[src/rtl/core/fctu_pkg.sv]
// shared types, codes and helpers of the function call trace unit
`default_nettype none

package fctu_pkg;

  // request op codes
  localparam logic [1:0] OP_CLEAR  = 2'd0;
  localparam logic [1:0] OP_APPEND = 2'd1;
  localparam logic [1:0] OP_EXEC   = 2'd2;

  // record kinds
  localparam logic KIND_ENTRY = 1'b0;
  localparam logic KIND_EXIT  = 1'b1;

  // jalr x0, 0(x1)
  localparam logic [31:0] RET_WORD = 32'h0000_8067;

  localparam int unsigned ADDR_W  = 64;
  localparam int unsigned INST_W  = 32;
  localparam int unsigned FIDX_W  = 7;
  localparam int unsigned LEVEL_W = 7;
  localparam int unsigned DEPTH_W = 8;

  localparam logic [DEPTH_W-1:0] DEPTH_MAX = 8'hFF;
  localparam logic [LEVEL_W-1:0] LEVEL_MAX = 7'h7F;

  localparam int unsigned IN_TDATA_W  = 224;
  localparam int unsigned OUT_TDATA_W = 80;

  typedef enum logic [2:0] {
    ST_IDLE,
    ST_SCAN,
    ST_DRAIN,
    ST_DECIDE,
    ST_EMIT0,
    ST_EMIT1
  } fctu_state_e;

  typedef struct packed {
    logic ready;      // take a request this cycle
    logic scan_step;  // read next table entry
    logic decide;     // settle records and counters
    logic load0;      // move first record to output register
    logic load1;      // move second record to output register
  } fctu_cmd_t;

  typedef struct packed {
    logic req_exec;   // valid executed-instruction request waiting
    logic count_zero;
    logic scan_last;
    logic dec_none;
    logic two_recs;
    logic out_free;
  } fctu_sts_t;

  typedef struct packed {
    logic               kind;
    logic [FIDX_W-1:0]  func_index;
    logic [ADDR_W-1:0]  record_pc;
    logic [LEVEL_W-1:0] call_level;
    logic               last;
  } fctu_rec_t;

  function automatic logic [LEVEL_W-1:0] sat_level(input logic [DEPTH_W-1:0] d);
    logic [LEVEL_W-1:0] r;
    r = (d > DEPTH_W'(LEVEL_MAX)) ? LEVEL_MAX : d[LEVEL_W-1:0];
    return r;
  endfunction

endpackage

`default_nettype wire

[src/rtl/core/fctu_ctrl.sv]
// sequencing state machine of the function call trace unit
`default_nettype none

module fctu_ctrl
  import fctu_pkg::*;
(
  input  wire logic      clk_i,
  input  wire logic      rst_ni,
  input  wire fctu_sts_t sts_i,
  output fctu_cmd_t      cmd_o
);

  fctu_state_e state_q, state_d;

  always_ff @(posedge clk_i or negedge rst_ni) begin
    if (!rst_ni) begin
      state_q <= ST_IDLE;
    end else begin
      state_q <= state_d;
    end
  end

  always_comb begin
    state_d = state_q;
    case (state_q)
      ST_IDLE: begin
        if (sts_i.req_exec) begin
          state_d = sts_i.count_zero ? ST_DECIDE : ST_SCAN;
        end
      end
      ST_SCAN: begin
        if (sts_i.scan_last) begin
          state_d = ST_DRAIN;
        end
      end
      ST_DRAIN:  state_d = ST_DECIDE;
      ST_DECIDE: state_d = sts_i.dec_none ? ST_IDLE : ST_EMIT0;
      ST_EMIT0: begin
        if (sts_i.out_free) begin
          state_d = sts_i.two_recs ? ST_EMIT1 : ST_IDLE;
        end
      end
      ST_EMIT1: begin
        if (sts_i.out_free) begin
          state_d = ST_IDLE;
        end
      end
      default: state_d = ST_IDLE;
    endcase
  end

  always_comb begin
    cmd_o = '0;
    case (state_q)
      ST_IDLE:   cmd_o.ready = 1'b1;
      ST_SCAN:   cmd_o.scan_step = 1'b1;
      ST_DRAIN:  cmd_o = '0;
      ST_DECIDE: cmd_o.decide = 1'b1;
      ST_EMIT0:  cmd_o.load0 = sts_i.out_free;
      ST_EMIT1:  cmd_o.load1 = sts_i.out_free;
      default:   cmd_o = '0;
    endcase
  end

  a_drain_after_scan: assert property (@(posedge clk_i) disable iff (!rst_ni)
    (state_q == ST_DRAIN) |-> ($past(state_q) == ST_SCAN))
    else $error("drain entered without a scan");

  a_load_when_free: assert property (@(posedge clk_i) disable iff (!rst_ni)
    (cmd_o.load0 || cmd_o.load1) |-> sts_i.out_free)
    else $error("record loaded over a pending result");

endmodule

`default_nettype wire

[config.mk]
export PLATFORM = sky130hd
export DESIGN_NAME = fctu_ctrl
export DESIGN_NICKNAME = d
export VERILOG_FILES = /design/src/rtl/core/fctu_pkg.sv /design/src/rtl/core/fctu_ctrl.sv
export SDC_FILE = /design/constraint.sdc
export NUM_CORES = 1
export LEC_CHECK = 0
export BUFFER_PORTS_ARGS = -buffer_cell sky130_fd_sc_hd__buf_2
export CELL_PAD_IN_SITES_DETAIL_PLACEMENT = 1
export CELL_PAD_IN_SITES_GLOBAL_PLACEMENT = 1
export CORE_AREA = 2 2 39 41
export DETAILED_ROUTE_END_ITERATION = 7
export DIE_AREA = 0 0 41 43
export PLACE_DENSITY_LB_ADDON = 0.1
export SETUP_SLACK_MARGIN = 0.2
export SYNTH_ARGS = -nofsm -noshare
export SYNTH_HDL_FRONTEND = slang
export SYNTH_SLANG_ARGS = --single-unit
[constraint.sdc]
create_clock -name clk_i -period 3.7 [get_ports clk_i]
set_clock_uncertainty 0.1 [all_clocks]
set_input_delay 0.37 -clock clk_i [delete_from_list [all_inputs] [get_ports clk_i]]
set_output_delay 0.37 -clock clk_i [all_outputs]
set_load 0.05 [all_outputs]
==> impl_metrics.xml <==
<?xml version="1.0" encoding="UTF-8"?>
<metrics>
  <group name="outcome">
    <metric name="run_status" unit="">finished, final reports clean</metric>
  </group>
  <group name="floorplanning">
    <metric name="die_h" unit="um">43</metric>
    <metric name="fp.dieArea" unit="mm2">0.00176</metric>
    <metric name="ios" unit="">13</metric>
    <metric name="core-area" unit="mm2">0.00138</metric>
    <metric name="initial_utilization" unit="%">15.8</metric>
    <metric name="dieWidth" unit="um">41</metric>
    <metric name="rows" unit="">14</metric>
  </group>
  <group name="routing">
    <metric name="remaining_drc_errors" unit="">0</metric>
    <metric name="totalWireLength" unit="um">574</metric>
    <metric name="vias" unit="">226</metric>
    <metric name="route.antenna.remaining_nets" unit="">0</metric>
    <metric name="detail_route.iter0.violations" unit="">4</metric>
    <metric name="detailedRoute.firstPassIterationCount" unit="">2</metric>
    <metric name="post_drt_via_cell_ratio" unit="">4.04</metric>
    <metric name="detail_route.wl_per_cell" unit="um">10.3</metric>
  </group>
  <group name="critical_path">
    <metric name="critical_path_cell_by_cell" unit="">nand2_1 &gt; nor3_1 &gt; buf_2</metric>
    <metric name="worst_setup_path_end_kind" unit="">primary output</metric>
    <metric name="crit_buf_inv" unit="">1</metric>
    <metric name="cp_max_fo" unit="">8</metric>
    <metric name="critical_path_class" unit="">reg2out</metric>
    <metric name="timing.rr.start" unit="">state_q[0]</metric>
    <metric name="critical_path.max_stage_delay" unit="ns">0.48</metric>
    <metric name="worst_path_required_time" unit="ns">3.23</metric>
    <metric name="arrival" unit="ns">1.38</metric>
    <metric name="worst_setup_path_startpoint" unit="">state_q[2]</metric>
    <metric name="worst_path_max_delay_cell" unit="">sky130_fd_sc_hd__dfrtp_1</metric>
    <metric name="critical_path.top_delay_family" unit="">flip-flops</metric>
    <metric name="start_kind" unit="">flip-flop</metric>
  </group>
  <group name="cells_and_area">
    <metric name="final_layout_size_suffix_gt1_share" unit="%">45.0</metric>
    <metric name="largest_register_ff_count" unit="">3</metric>
    <metric name="antenna_diodes" unit="">0</metric>
    <metric name="design.final.nets" unit="">49</metric>
    <metric name="max_flop_register" unit="">state_q</metric>
    <metric name="final_design_area_no_fill" unit="um2">324</metric>
    <metric name="area_delta_synth_final" unit="%">48.0</metric>
    <metric name="largestRegisters" unit="">state_q: 3 flops</metric>
    <metric name="fillCellCount" unit="">182</metric>
    <metric name="final_core_utilization" unit="%">23.4</metric>
  </group>
  <group name="clock_network">
    <metric name="clk_transition_reported_paths" unit="ns">0.04</metric>
    <metric name="clkLatencyLatePin" unit="ns">0.23</metric>
    <metric name="cts_buffers" unit="">3</metric>
    <metric name="number_of_buffers_inserted_by_post_cts_setup_repair" unit="">0</metric>
    <metric name="tritoncts" unit="">done</metric>
    <metric name="clkSinkCount" unit="">3</metric>
    <metric name="cts.root.buffer_cell" unit="">sky130_fd_sc_hd__clkbuf_4</metric>
    <metric name="post_cts_resize_count" unit="">0</metric>
    <metric name="cts_max_level" unit="">1</metric>
    <metric name="clk_path_buf_depth" unit="">2</metric>
  </group>
  <group name="min_path">
    <metric name="min_path_type" unit="">in2reg</metric>
    <metric name="hp-start" unit="">sts_i[1]</metric>
  </group>
  <group name="synth">
    <metric name="syn_inst" unit="">24</metric>
    <metric name="yosys_warnings" unit="">0</metric>
    <metric name="yosys.cell_types.count" unit="">16</metric>
    <metric name="syn_area" unit="um2">219</metric>
    <metric name="synth_fp_nets" unit="">32</metric>
    <metric name="synth_seq_area_share" unit="%">34.3</metric>
    <metric name="synth.ff_latch_count" unit="">3</metric>
    <metric name="synthesis.area_per_instance" unit="um2">9.12</metric>
  </group>
  <group name="sta">
    <metric name="maxClockFrequency" unit="GHz">0.540</metric>
    <metric name="hold_violations" unit="">0</metric>
    <metric name="rsz0062_at_grt" unit="">no</metric>
    <metric name="setup_slack" unit="ns">1.85</metric>
    <metric name="timing.max_slew.rel_slack" unit="%">82.5</metric>
    <metric name="timing.final.max_slew_violations" unit="">0</metric>
    <metric name="final.setup.tns" unit="ns">0</metric>
    <metric name="tightestPinTransition" unit="ns">0.262</metric>
    <metric name="setup_viol" unit="">0</metric>
    <metric name="timing.final.crit_period" unit="ns">1.85</metric>
    <metric name="finalCritPeriodShare" unit="%">50.1</metric>
  </group>
  <group name="grt">
    <metric name="grt_max_degree" unit="">9</metric>
    <metric name="grt_util_all_layers" unit="%">9.16</metric>
    <metric name="wire_length_of_the_first_global_routing_pass" unit="um">1050</metric>
    <metric name="first_global_vias" unit="">247</metric>
    <metric name="initial_antenna_violation_count" unit="">0</metric>
    <metric name="gr-total-overflow" unit="">0</metric>
  </group>
  <group name="pwr">
    <metric name="cell_internal_power" unit="uW">152</metric>
    <metric name="p_seq_share" unit="%">25.3</metric>
    <metric name="p_sw_share" unit="%">51.1</metric>
    <metric name="netSwitchingPower" unit="uW">159</metric>
    <metric name="worst_ir_drop_vdd" unit="mV">0.155</metric>
    <metric name="share_clk_of_total_power" unit="%">18.5</metric>
    <metric name="power.share.combinational" unit="%">56.2</metric>
    <metric name="p_leak" unit="nW">0.167</metric>
    <metric name="power-per-cell-area" unit="mW/mm2">961</metric>
  </group>
  <group name="place">
    <metric name="portbufs" unit="">12</metric>
    <metric name="post_place_setup_slack" unit="ns">2.07</metric>
    <metric name="place_area" unit="um2">288</metric>
    <metric name="place_congestion" unit="">0.697</metric>
    <metric name="place_hpwl" unit="um">476</metric>
  </group>
  <group name="run">
    <metric name="max_cap_viols" unit="">0</metric>
  </group>
</metrics>
power by group through the flow:
| stage | Clock (mW) | Sequential [mW] | Combinational (mW) |
|---|---|---|---|
| after floorplan | 0 | 0.0644 | 0.158 |
| after global placement | 0 | 0.0799 | 0.175 |
| after detailed placement | 0 | 0.0802 | 0.177 |
| after CTS | 0.0616 | 0.0795 | 0.178 |
| after global routing | 0.0642 | 0.0853 | 0.190 |
| final | 0.0575 | 0.0788 | 0.175 |
cells in the mapped netlist:
master / count / share of area, %
sky130_fd_sc_hd__nor2b_1: 2 / 5.7
sky130_fd_sc_hd__nor3b_1: 1 / 3.4
sky130_fd_sc_hd__dfrtp_1: 3 / 34
sky130_fd_sc_hd__inv_1: 3 / 5.1
sky130_fd_sc_hd__nor3_1: 3 / 6.9
sky130_fd_sc_hd__a211o_1: 1 / 4.0
sky130_fd_sc_hd__a32o_1: 1 / 4.6
sky130_fd_sc_hd__a2bb2oi_1: 1 / 4.0
sky130_fd_sc_hd__buf_6: 1 / 5.1
sky130_fd_sc_hd__o21ai_0: 1 / 2.3
sky130_fd_sc_hd__and3_4: 1 / 5.1
sky130_fd_sc_hd__nor2_1: 2 / 3.4
sky130_fd_sc_hd__nor3b_2: 1 / 5.7
sky130_fd_sc_hd__nand2_1: 1 / 1.7
sky130_fd_sc_hd__nand2b_4: 1 / 6.3
sky130_fd_sc_hd__a21oi_1: 1 / 2.3
routing by layer:
metal | vias to the layer above | part of all wire (%) | global-route usage, %
met1 | 101 | 47 | 11.4
met4 | 0 | 0 | 8.00
met5 | - | 0 | 0
met3 | 0 | 8.2 | 3.66
li1 | 117 | - | -
met2 | 8 | 45 | 11.6
final cells by class:
class,count,area [um2],area share (%)
repair buffers,13,70.1,21.6
multi-input cells,17,121,37.5
well taps,16,20.0,6.18
clock buffers,4,26.3,8.11
inverters,3,11.3,3.47
flip-flops and latches,3,75.1,23.2
per-stage QoR:
| step | hold slack, ns | total power [mW] | instances |
|---|---|---|---|
| final | 0.293 | 0.311 | 56 |
| after global routing | 0.289 | 0.340 | 56 |
| after CTS | 0.287 | 0.319 | 56 |
| after detailed placement | 0.0676 | 0.257 | 51 |
| after global placement | 0.0664 | 0.255 | 51 |
| after floorplan | -0.0256 | 0.222 | 24 |
cell usage in the layout, fill, tap and decap left out:
| cell type | n |
|---|---|
| sky130_fd_sc_hd__inv_1 | 3 |
| sky130_fd_sc_hd__a32o_1 | 1 |
| sky130_fd_sc_hd__dlygate4sd3_1 | 1 |
| sky130_fd_sc_hd__a2bb2oi_1 | 1 |
| sky130_fd_sc_hd__nor2b_1 | 2 |
| sky130_fd_sc_hd__and3_4 | 1 |
| sky130_fd_sc_hd__clkbuf_1 | 1 |
| sky130_fd_sc_hd__a211o_1 | 1 |
| sky130_fd_sc_hd__clkbuf_4 | 3 |
| sky130_fd_sc_hd__dfrtp_1 | 3 |
| sky130_fd_sc_hd__nor3b_1 | 1 |
| sky130_fd_sc_hd__nor2_1 | 2 |
| sky130_fd_sc_hd__nand2_1 | 1 |
| sky130_fd_sc_hd__buf_2 | 12 |
| sky130_fd_sc_hd__o21ai_0 | 1 |
| sky130_fd_sc_hd__nor3b_2 | 1 |
| sky130_fd_sc_hd__nand2b_4 | 1 |
| sky130_fd_sc_hd__nor3_1 | 3 |
| sky130_fd_sc_hd__a21oi_1 | 1 |
path summary, 6_finish.rpt:
check	to	slack, ns	depth (start not counted)
worst max-delay path	cmd_o[1]	1.85	3
worst min-delay path	state_q[0]	0.29	2
worst max register to register	state_q[0]	2.40	3
worst min register to register	state_q[1]	0.51	1
max in group asynchronous	state_q[1]	3.03	2
min in group asynchronous	state_q[2]	0.36	2
kinds of logic after synthesis:
family,Yosys count,synth area share [%]
flops,3,34.3
compound gates,5,17.1
buf+inv,4,10.3
simple gates,12,38.3
timing repair:
| item | 4_1_cts | 5_1_grt |
|---|---|---|
| setup endpoints to repair | 0 | 0 |
| hold buffers | 1 | 0 |
| endpoints found under the hold margin | 3 | 0 |
Power figures use the tool's default switching activity.
